===== config.mk =====
export PLATFORM = sky130hd
export DESIGN_NAME = sensor_packet_deframer
export DESIGN_NICKNAME = d
export VERILOG_FILES = /design/src/rtl/core/spd_pkg.sv /design/src/rtl/core/spd_dpath.sv /design/src/rtl/core/spd_ctrl.sv /design/src/rtl/core/sensor_packet_deframer.sv
export SDC_FILE = /design/constraint.sdc
export NUM_CORES = 1
export LEC_CHECK = 0
export BUFFER_PORTS_ARGS = -buffer_cell sky130_fd_sc_hd__buf_2
export CAP_MARGIN = 10
export CORE_MARGIN = 4
export CORE_UTILIZATION = 50
export DETAILED_ROUTE_END_ITERATION = 8
export PLACE_DENSITY = 0.66
export SLEW_MARGIN = 0
export SYNTH_ARGS = -nofsm -noshare
export SYNTH_HDL_FRONTEND = slang
export SYNTH_SLANG_ARGS = --single-unit

===== constraint.sdc =====
create_clock -name clk -period 11.65 [get_ports clk]
set_input_delay 1.165 -clock clk [delete_from_list [all_inputs] [get_ports clk]]
set_output_delay 1.165 -clock clk [all_outputs]
set_load 0.02 [all_outputs]

===== src/rtl/core/spd_pkg.sv =====
// Shared constants, codes and control structs of the sensor packet deframer.
package spd_pkg;

	localparam int PACKET_BYTES = 28;
	localparam int SENSORS      = 2;
	localparam int ADDR_W       = $clog2(SENSORS * PACKET_BYTES);
	localparam int CNT_W        = $clog2(PACKET_BYTES + 1);
	localparam int CHAN_W       = 4;
	localparam int PORT_W       = 4;

	localparam logic [7:0] SYNC_BYTE = 8'hFF;
	localparam logic [7:0] END_BYTE  = 8'hFE;

	localparam int SPACE_POS = 8;
	localparam int ROLL_POS  = 9;
	localparam int CHAN_POS  = 10;
	localparam int BATT_POS  = 24;
	localparam int STAT_POS  = 25;
	localparam int END_POS   = 27;

	localparam logic REG_PORT_LEFT  = 1'b0;
	localparam logic REG_PORT_RIGHT = 1'b1;

	typedef enum logic [1:0] {
		PH_HUNT0 = 2'd0,
		PH_HUNT1 = 2'd1,
		PH_BODY  = 2'd2
	} phase_t;

	typedef struct packed {
		logic              take;
		logic              fetch;
		logic [CHAN_W-1:0] chan;
	} cmd_t;

	typedef struct packed {
		logic done_good;
	} status_t;

endpackage


===== src/rtl/core/spd_dpath.sv =====
// Datapath: port registers, per-sensor framers, frame memory and result registers.
module spd_dpath #(
	parameter int CHANNELS = 14
) (
	input  logic                        clk,
	input  logic                        arst_n,
	input  logic                        write_en,
	input  logic                        write_index,
	input  logic [spd_pkg::PORT_W-1:0]  write_data,
	input  logic [spd_pkg::PORT_W-1:0]  port_id,
	input  logic [7:0]                  byte_value,
	input  logic [31:0]                 tick_now,
	input  spd_pkg::cmd_t               cmd,
	output spd_pkg::status_t            status,
	output logic                        sensor_side,
	output logic [31:0]                 stamp,
	output logic [7:0]                  space_code,
	output logic [7:0]                  roll_index,
	output logic [7:0]                  battery_level,
	output logic [7:0]                  status_bits,
	output logic [spd_pkg::CHAN_W-1:0]  channel_number,
	output logic [7:0]                  channel_value,
	output logic                        last_channel
);

	localparam int ADDR_W = spd_pkg::ADDR_W;
	localparam int CNT_W  = spd_pkg::CNT_W;
	localparam int DEPTH  = spd_pkg::SENSORS * spd_pkg::PACKET_BYTES;

	logic [spd_pkg::PORT_W-1:0] left_q, right_q;

	spd_pkg::phase_t phase_q [spd_pkg::SENSORS];
	logic [CNT_W-1:0] cnt_q  [spd_pkg::SENSORS];
	logic [7:0] space_q [spd_pkg::SENSORS];
	logic [7:0] roll_q  [spd_pkg::SENSORS];
	logic [7:0] batt_q  [spd_pkg::SENSORS];
	logic [7:0] stat_q  [spd_pkg::SENSORS];
	logic [7:0] store_q [DEPTH];

	logic                  hit0, hit1, hit, sd, we, done;
	spd_pkg::phase_t       ph, nph;
	logic [CNT_W-1:0]      cnt, ncnt, wpos;
	logic [ADDR_W-1:0]     waddr, raddr;

	logic                        side_q;
	logic [31:0]                 stamp_q;
	logic [7:0]                  space_o_q, roll_o_q, batt_o_q, stat_o_q, rd_q;
	logic [spd_pkg::CHAN_W-1:0]  num_q;
	logic                        last_q;

	always_ff @(posedge clk or negedge arst_n) begin
		if (!arst_n) begin
			left_q  <= spd_pkg::PORT_W'(0);
			right_q <= spd_pkg::PORT_W'(1);
		end else if (write_en) begin
			case (write_index)
				spd_pkg::REG_PORT_LEFT:  left_q  <= write_data;
				spd_pkg::REG_PORT_RIGHT: right_q <= write_data;
				default: ;
			endcase
		end
	end

	// Left port wins when both registers hold the same id.
	assign hit0 = (port_id == left_q);
	assign hit1 = !hit0 && (port_id == right_q);
	assign hit  = hit0 || hit1;
	assign sd   = !hit0;
	assign we   = cmd.take && hit;
	assign ph   = phase_q[sd];
	assign cnt  = cnt_q[sd];

	always_comb begin
		wpos = '0;
		nph  = spd_pkg::PH_HUNT0;
		ncnt = '0;
		case (ph)
			spd_pkg::PH_HUNT1: begin
				wpos = CNT_W'(1);
				if (byte_value == spd_pkg::SYNC_BYTE) begin
					nph  = spd_pkg::PH_BODY;
					ncnt = CNT_W'(2);
				end
			end
			spd_pkg::PH_BODY: begin
				wpos = (cnt >= CNT_W'(spd_pkg::PACKET_BYTES)) ?
					CNT_W'(spd_pkg::PACKET_BYTES - 1) : cnt;
				if (wpos != CNT_W'(spd_pkg::PACKET_BYTES - 1)) begin
					nph  = spd_pkg::PH_BODY;
					ncnt = wpos + CNT_W'(1);
				end
			end
			default: begin
				if (byte_value == spd_pkg::SYNC_BYTE) begin
					nph  = spd_pkg::PH_HUNT1;
					ncnt = CNT_W'(1);
				end
			end
		endcase
	end

	assign done = we && (ph == spd_pkg::PH_BODY) &&
		(wpos == CNT_W'(spd_pkg::END_POS));
	assign status.done_good = done && (byte_value == spd_pkg::END_BYTE);

	assign waddr = (sd ? ADDR_W'(spd_pkg::PACKET_BYTES) : ADDR_W'(0)) + ADDR_W'(wpos);
	assign raddr = (side_q ? ADDR_W'(spd_pkg::PACKET_BYTES) : ADDR_W'(0)) +
		ADDR_W'(spd_pkg::CHAN_POS) + ADDR_W'(cmd.chan);

	always_ff @(posedge clk or negedge arst_n) begin
		if (!arst_n) begin
			for (int i = 0; i < spd_pkg::SENSORS; i++) begin
				phase_q[i] <= spd_pkg::PH_HUNT0;
				cnt_q[i]   <= '0;
			end
		end else if (we) begin
			phase_q[sd] <= nph;
			cnt_q[sd]   <= ncnt;
		end
	end

	// Keep the header and trailer bytes of each packet where the burst can reach them.
	always_ff @(posedge clk) begin
		if (we && ph == spd_pkg::PH_BODY) begin
			if (wpos == CNT_W'(spd_pkg::SPACE_POS)) space_q[sd] <= byte_value;
			if (wpos == CNT_W'(spd_pkg::ROLL_POS))  roll_q[sd]  <= byte_value;
			if (wpos == CNT_W'(spd_pkg::BATT_POS))  batt_q[sd]  <= byte_value;
			if (wpos == CNT_W'(spd_pkg::STAT_POS))  stat_q[sd]  <= byte_value;
		end
	end

	always_ff @(posedge clk) begin
		if (we)
			store_q[waddr] <= byte_value;
		if (cmd.fetch)
			rd_q <= store_q[raddr];
	end

	always_ff @(posedge clk) begin
		if (status.done_good) begin
			side_q    <= sd;
			stamp_q   <= tick_now;
			space_o_q <= space_q[sd];
			roll_o_q  <= roll_q[sd];
			batt_o_q  <= batt_q[sd];
			stat_o_q  <= stat_q[sd];
		end
		if (cmd.fetch) begin
			num_q  <= cmd.chan;
			last_q <= (cmd.chan == spd_pkg::CHAN_W'(CHANNELS - 1));
		end
	end

	assign sensor_side    = side_q;
	assign stamp          = stamp_q;
	assign space_code     = space_o_q;
	assign roll_index     = roll_o_q;
	assign battery_level  = batt_o_q;
	assign status_bits    = stat_o_q;
	assign channel_number = num_q;
	assign channel_value  = rd_q;
	assign last_channel   = last_q;

endmodule


===== src/rtl/core/spd_ctrl.sv =====
// Controller: accepts bytes and sequences the result burst of a good packet.
module spd_ctrl #(
	parameter int CHANNELS = 14
) (
	input  logic              clk,
	input  logic              arst_n,
	input  logic              byte_valid,
	input  logic              result_stall,
	input  spd_pkg::status_t  status,
	output spd_pkg::cmd_t     cmd,
	output logic              byte_stall,
	output logic              result_valid
);

	typedef enum logic [1:0] {
		ST_IDLE,
		ST_FETCH,
		ST_SHOW
	} state_t;

	state_t                      state_q;
	logic                        stall_q, valid_q;
	logic [spd_pkg::CHAN_W-1:0]  chan_q;

	always_ff @(posedge clk or negedge arst_n) begin
		if (!arst_n) begin
			state_q <= ST_IDLE;
			stall_q <= 1'b0;
			valid_q <= 1'b0;
			chan_q  <= '0;
		end else begin
			case (state_q)
				ST_IDLE: begin
					if (status.done_good) begin
						chan_q  <= '0;
						stall_q <= 1'b1;
						state_q <= ST_FETCH;
					end
				end
				ST_FETCH: begin
					valid_q <= 1'b1;
					state_q <= ST_SHOW;
				end
				ST_SHOW: begin
					if (!result_stall) begin
						valid_q <= 1'b0;
						if (chan_q == spd_pkg::CHAN_W'(CHANNELS - 1)) begin
							stall_q <= 1'b0;
							state_q <= ST_IDLE;
						end else begin
							chan_q  <= chan_q + spd_pkg::CHAN_W'(1);
							state_q <= ST_FETCH;
						end
					end
				end
				default: begin
					stall_q <= 1'b0;
					valid_q <= 1'b0;
					state_q <= ST_IDLE;
				end
			endcase
		end
	end

	assign cmd.take      = byte_valid && !stall_q;
	assign cmd.fetch     = (state_q == ST_FETCH);
	assign cmd.chan      = chan_q;
	assign byte_stall    = stall_q;
	assign result_valid  = valid_q;

endmodule


===== src/rtl/core/sensor_packet_deframer.sv =====
// Top level of the sensor packet deframer: two-port byte framer with per-channel results.
//
//  channel  | signals                                   | role
//  ---------+-------------------------------------------+-------------------------
//  bytes    | byte_valid, byte_stall, port_id,          | one received byte per item
//           | byte_value, tick_now                      |
//  results  | result_valid, result_stall, sensor_side.. | one force channel per item
//  config   | write_en, write_index, write_data         | port id of each framer
//
// Bytes stream at one per cycle outside a burst. A good packet raises
// byte_stall for a burst of CHANNELS results, each one memory read and one
// output step, held longer while the result side stalls.
// Reset puts both framers in the hunt for the first header; the frame memory
// is not cleared, every byte of a packet is written before it is read.
// result_stall holds the shown result and its memory word unchanged.
module sensor_packet_deframer #(
	parameter int CHANNELS = 14
) (
	input  logic                        clk,
	input  logic                        arst_n,
	input  logic                        write_en,
	input  logic                        write_index,
	input  logic [spd_pkg::PORT_W-1:0]  write_data,
	input  logic                        byte_valid,
	output logic                        byte_stall,
	input  logic [spd_pkg::PORT_W-1:0]  port_id,
	input  logic [7:0]                  byte_value,
	input  logic [31:0]                 tick_now,
	output logic                        result_valid,
	input  logic                        result_stall,
	output logic                        sensor_side,
	output logic [31:0]                 stamp,
	output logic [7:0]                  space_code,
	output logic [7:0]                  roll_index,
	output logic [7:0]                  battery_level,
	output logic [7:0]                  status_bits,
	output logic [spd_pkg::CHAN_W-1:0]  channel_number,
	output logic [7:0]                  channel_value,
	output logic                        last_channel
);

	spd_pkg::cmd_t    cmd;
	spd_pkg::status_t status;

	spd_ctrl #(
		.CHANNELS (CHANNELS)
	) u_ctrl (
		.clk          (clk),
		.arst_n       (arst_n),
		.byte_valid   (byte_valid),
		.result_stall (result_stall),
		.status       (status),
		.cmd          (cmd),
		.byte_stall   (byte_stall),
		.result_valid (result_valid)
	);

	spd_dpath #(
		.CHANNELS (CHANNELS)
	) u_dpath (
		.clk            (clk),
		.arst_n         (arst_n),
		.write_en       (write_en),
		.write_index    (write_index),
		.write_data     (write_data),
		.port_id        (port_id),
		.byte_value     (byte_value),
		.tick_now       (tick_now),
		.cmd            (cmd),
		.status         (status),
		.sensor_side    (sensor_side),
		.stamp          (stamp),
		.space_code     (space_code),
		.roll_index     (roll_index),
		.battery_level  (battery_level),
		.status_bits    (status_bits),
		.channel_number (channel_number),
		.channel_value  (channel_value),
		.last_channel   (last_channel)
	);

endmodule


==> insert_results.sql <==
INSERT INTO impl_metrics (metric_group, metric, value, unit) VALUES
('min_path', 'hold_critical_path_endpoint', 'u_dpath.left_q[2]', ''),
('sta', 'fin_worst_skew', '0.0522', 'ns'),
('sta', 'unrepaired_setup_endpoints_after_global_routing', 'false', ''),
('drt', 'detail_route.vias_per_cell', '6.00', ''),
('placement', 'place.gp.congestion', '0.868', ''),
('power_and_ir_drop', 'power_density', '210', 'nW/um^2'),
('logic_synthesis', 'most_frequently_used_flop_master_after_synthesis', 'sky130_fd_sc_hd__edfxtp_1', ''),
('clock_tree', 'clock_path_buffers', '3', ''),
('clock_tree', 'cts_tree', 'yes', ''),
('sta', 'max_clock_freq', '176', 'MHz'),
('clock_tree', 'clock_insertion_delay_worst_skew', '0.63', 'ns'),
('clock_tree', 'post_cts.resized_instances', '0', ''),
('drt', 'postRouteWirelength', '57100', 'um'),
('job', 'drv.max_cap_violation_count', '0', ''),
('clock_tree', 'clk_transition_reported_paths', '0.06', 'ns'),
('logic_synthesis', 'yosys_warnings', '0', ''),
('logic_synthesis', 'synth_cell_types', '54', ''),
('global_routing', 'gr-total-overflow', '0', ''),
('die', 'core.rowCount', '80', ''),
('min_path', 'worstHoldPathType', 'reg2reg', ''),
('clock_tree', 'post_cts_buffers', '0', ''),
('global_routing', 'antenna_found_initial', '0', ''),
('drt', 'avgRoutedWirePerCell', '27.8', 'um'),
('sta', 'hold_viol_final', '0', ''),
('global_routing', 'first_global_vias', '12400', ''),
('worst_setup_path', 'timing.critical_path.buf_inv', '4', ''),
('die', 'die_y', '228', 'um'),
('worst_setup_path', 'setup_slack_of_the_most_critical_reg_to_reg_path', '6.23', 'ns'),
('logic_synthesis', 'synth_async_sr_flop_share', '0.0484', ''),
('clock_tree', 'ctsRootBufferMaster', 'sky130_fd_sc_hd__clkbuf_16', ''),
('die', 'die_width', '228', 'um'),
('sta', 'tns', '0', 'ns'),
('sta', 'period_minus_slack', '5.68', 'ns'),
('worst_setup_path', 'worst_ep_required_time', '11.87', 'ns'),
('drt', 'post-route-drc-count', '0', ''),
('sta', 'final-max-slew-violation-count', '0', ''),
('logic_synthesis', 'synth.yosys.seq_area_share', '0.766', ''),
('placement', 'post-dp-hpwl', '35600', 'um'),
('logic_synthesis', 'mean_area_per_synthesized_cell', '19.7', 'um^2'),
('logic_synthesis', 'syn_nets', '1293', ''),
('worst_setup_path', 'critical_path.top_delay_family', 'simple AND/OR/NAND/NOR gates', ''),
('power_and_ir_drop', 'power_leakage', '9.03', 'nW'),
('drt', 'drt.antenna.violating_nets', '0', ''),
('global_routing', 'pin_count_of_the_biggest_net_entering_global_routing', '72', ''),
('cells_and_area', 'flow.area_growth_from_synthesis', '14.2', '%'),
('die', 'floorplan.initialDensity', '0.506', ''),
('worst_setup_path', 'reg2reg_depth', '13', ''),
('cells_and_area', 'layout.core_utilization', '0.578', ''),
('sta', 'setup_viol', '0', ''),
('drt', 'drt_iter0_drc', '1330', ''),
('cells_and_area', 'finish.net_count', '1459', ''),
('clock_tree', 'cts_hold_repair.buffers', '0', ''),
('worst_setup_path', 'timing.critical_path.cells', 'buf_2, xor2_1, or4_1, inv_1, mux2i_1, ha_1, inv_1, nor2_1, ha_1, inv_1, fa_1, xnor2_1, nand3_1, nor2_1', ''),
('die', 'core_region_area', '47600', 'um^2'),
('logic_synthesis', 'synth_edf_count', '590', ''),
('worst_setup_path', 'crit_path_top_delay_cell', 'sky130_fd_sc_hd__or4_1', ''),
('global_routing', 'grt_util_overall', '0.224', ''),
('worst_setup_path', 'critical-path-top-cell-by-count', 'sky130_fd_sc_hd__inv_1', ''),
('logic_synthesis', 'post_synth_instance_area', '24100', 'um^2'),
('global_routing', 'first_pass_grt_wire_length', '84600', 'um'),
('worst_setup_path', 'cp-start-kind', 'input pin', ''),
('drt', 'detailedRoute.firstPassIterationCount', '5', ''),
('worst_setup_path', 'worst-endpoint-arrival', '5.90', 'ns'),
('die', 'die-area', '51800', 'um^2'),
('min_path', 'worst_hold_launch', 'u_dpath.left_q[2]', ''),
('worst_setup_path', 'r2r-start', 'u_dpath.left_q[0]', ''),
('cells_and_area', 'antenna_cells_inserted', '0', ''),
('worst_setup_path', 'r2r_end', 'u_dpath.store_q[51][2]', ''),
('clock_tree', 'cts.sinks', '620', ''),
('sta', 'post-route-period-util', '0.488', ''),
('status', 'result_of_the_run', 'finished, final reports clean', '');
## report_power, final
part | switching (mW) | internal [mW]
Clock | 0.817 | 1.15
Sequential | 0.0818 | 2.50
Combinational | 0.697 | 0.544
Total | 1.60 | 4.19
## per-layer routing
metal,share of wire,track usage
met1,0.41,0.318
met2,0.48,0.361
met3,0.080,0.0464
met4,0.026,0.0627
met5,0,0
## flip-flops by register name, indices dropped and copies added (netlist names), 4 cells and up
name	cells
u_ctrl.chan_q	4
u_dpath.batt_q	16
u_dpath.status_bits	8
u_dpath.stat_q	16
u_dpath.phase_q	4
u_dpath.channel_number	4
u_dpath.space_code	8
u_dpath.roll_q	16
u_dpath.store_q	448
u_dpath.left_q	4
u_dpath.battery_level	8
u_dpath.space_q	16
u_dpath.stamp	32
u_dpath.right_q	4
u_dpath.channel_value	8
u_dpath.roll_index	8
u_dpath.cnt_q	10
## cell usage in the layout (no fill, tap or decap), types with 3 or more instances in the layout
cell type and instances:
sky130_fd_sc_hd__a21o_1 3, sky130_fd_sc_hd__a21oi_1 21, sky130_fd_sc_hd__a22o_1 5, sky130_fd_sc_hd__a22oi_1 10, sky130_fd_sc_hd__a31oi_1 4, sky130_fd_sc_hd__a41oi_1 4, sky130_fd_sc_hd__buf_2 133, sky130_fd_sc_hd__buf_4 24
sky130_fd_sc_hd__bufinv_16 10, sky130_fd_sc_hd__clkbuf_1 9, sky130_fd_sc_hd__clkbuf_16 59, sky130_fd_sc_hd__clkinv_1 8, sky130_fd_sc_hd__clkinv_2 16, sky130_fd_sc_hd__dfrtp_1 27, sky130_fd_sc_hd__edfxtp_1 590, sky130_fd_sc_hd__ha_1 12
sky130_fd_sc_hd__inv_1 21, sky130_fd_sc_hd__mux2_2 49, sky130_fd_sc_hd__mux2i_1 14, sky130_fd_sc_hd__mux4_2 117, sky130_fd_sc_hd__nand2_1 79, sky130_fd_sc_hd__nand2b_1 5, sky130_fd_sc_hd__nand3_1 28, sky130_fd_sc_hd__nand4_1 7
sky130_fd_sc_hd__nor2_1 82, sky130_fd_sc_hd__nor2b_1 8, sky130_fd_sc_hd__nor4_1 6, sky130_fd_sc_hd__o2111ai_1 5, sky130_fd_sc_hd__o21ai_0 17, sky130_fd_sc_hd__o22ai_1 3, sky130_fd_sc_hd__or4_1 3, sky130_fd_sc_hd__xnor2_1 4
sky130_fd_sc_hd__xor2_1 10
## layout make-up
cell class / count / area, um^2
Fill cell: 3506 / 20100
Sequential cell: 620 / 18500
Multi-Input combinational cell: 532 / 5360
Clock buffer: 68 / 1510
Timing Repair Buffer: 157 / 846
Tap cell: 615 / 769
Clock inverter: 39 / 480
Inverter: 21 / 78.8
## worst reg2reg max path: stages, from the launching register on
cell	delay, ns
sky130_fd_sc_hd__dfrtp_1	0.41
sky130_fd_sc_hd__xor2_1	0.16
sky130_fd_sc_hd__or4_1	0.88
sky130_fd_sc_hd__inv_1	0.22
sky130_fd_sc_hd__mux2i_1	0.26
sky130_fd_sc_hd__ha_1	0.47
sky130_fd_sc_hd__inv_1	0.19
sky130_fd_sc_hd__nor2_1	0.14
sky130_fd_sc_hd__ha_1	0.19
sky130_fd_sc_hd__inv_1	0.07
sky130_fd_sc_hd__fa_1	0.47
sky130_fd_sc_hd__xnor2_1	0.30
sky130_fd_sc_hd__nand3_1	0.50
sky130_fd_sc_hd__nor2_1	0.75
## cell usage after synthesis, types with 9 or more instances
cell / count / share of area
sky130_fd_sc_hd__nand2_1: 79 / 0.012
sky130_fd_sc_hd__buf_1: 9 / 0.0014
sky130_fd_sc_hd__mux2_2: 49 / 0.023
sky130_fd_sc_hd__a22oi_1: 10 / 0.0031
sky130_fd_sc_hd__dfrtp_1: 29 / 0.030
sky130_fd_sc_hd__o21ai_0: 17 / 0.0035
sky130_fd_sc_hd__nor2_1: 82 / 0.013
sky130_fd_sc_hd__mux2i_1: 14 / 0.0058
sky130_fd_sc_hd__nand3_1: 28 / 0.0058
sky130_fd_sc_hd__edfxtp_1: 590 / 0.74
sky130_fd_sc_hd__nor2b_1: 9 / 0.0023
sky130_fd_sc_hd__clkbuf_1: 27 / 0.0042
sky130_fd_sc_hd__buf_2: 15 / 0.0031
sky130_fd_sc_hd__xor2_1: 11 / 0.0040
sky130_fd_sc_hd__a21oi_1: 21 / 0.0044
sky130_fd_sc_hd__ha_1: 13 / 0.0068
sky130_fd_sc_hd__mux4_2: 117 / 0.11
sky130_fd_sc_hd__inv_1: 21 / 0.0033
## worst max path at each step
| stage | startpoint | end | slack (ns) | cells past startpoint |
|---|---|---|---|---|
| global route | port_id[1] | u_dpath.store_q[51][4] | 5.74 | 14 |
| detailed placement | port_id[1] | u_dpath.store_q[51][2] | 5.46 | 14 |
| CTS | port_id[1] | u_dpath.store_q[51][6] | 6.07 | 14 |
| global placement | port_id[1] | u_dpath.store_q[39][2] | 5.63 | 14 |
| floorplan | port_id[1] | u_ctrl.chan_q[0] | 5.12 | 14 |
| finish | port_id[1] | u_dpath.store_q[51][2] | 5.97 | 14 |
## per-stage QoR
| stage | setup WS [ns] | std cells | instance area (um^2) | power [mW] | hold slack, ns |
|---|---|---|---|---|---|
| 5_1_grt | 5.74 | 2052 | 27500 | 6.01 | 0.516 |
| 3_3_place_gp | 5.63 | 1945 | 25500 | 3.86 | 0.474 |
| 4_1_cts | 6.07 | 2052 | 27500 | 5.82 | 0.494 |
| 2_1_floorplan | 5.12 | 1224 | 24100 | 3.45 | 0.449 |
| 6_report | 5.97 | 2052 | 27500 | 5.79 | 0.492 |
| 3_5_place_dp | 5.46 | 1945 | 25500 | 3.87 | 0.480 |
## kinds of logic after synthesis
kind of cell / count (synthesis) / synth area share
muxes: 181 / 0.139
xor gates and xnor gates: 15 / 0.00545
AOI/OAI and AO/OA: 94 / 0.0272
adders and majority gates: 15 / 0.00841
DFF: 620 / 0.766
buffers and inverters: 72 / 0.0120
and+or+nand+nor: 227 / 0.0415
(Power assumes the default switching activity.)
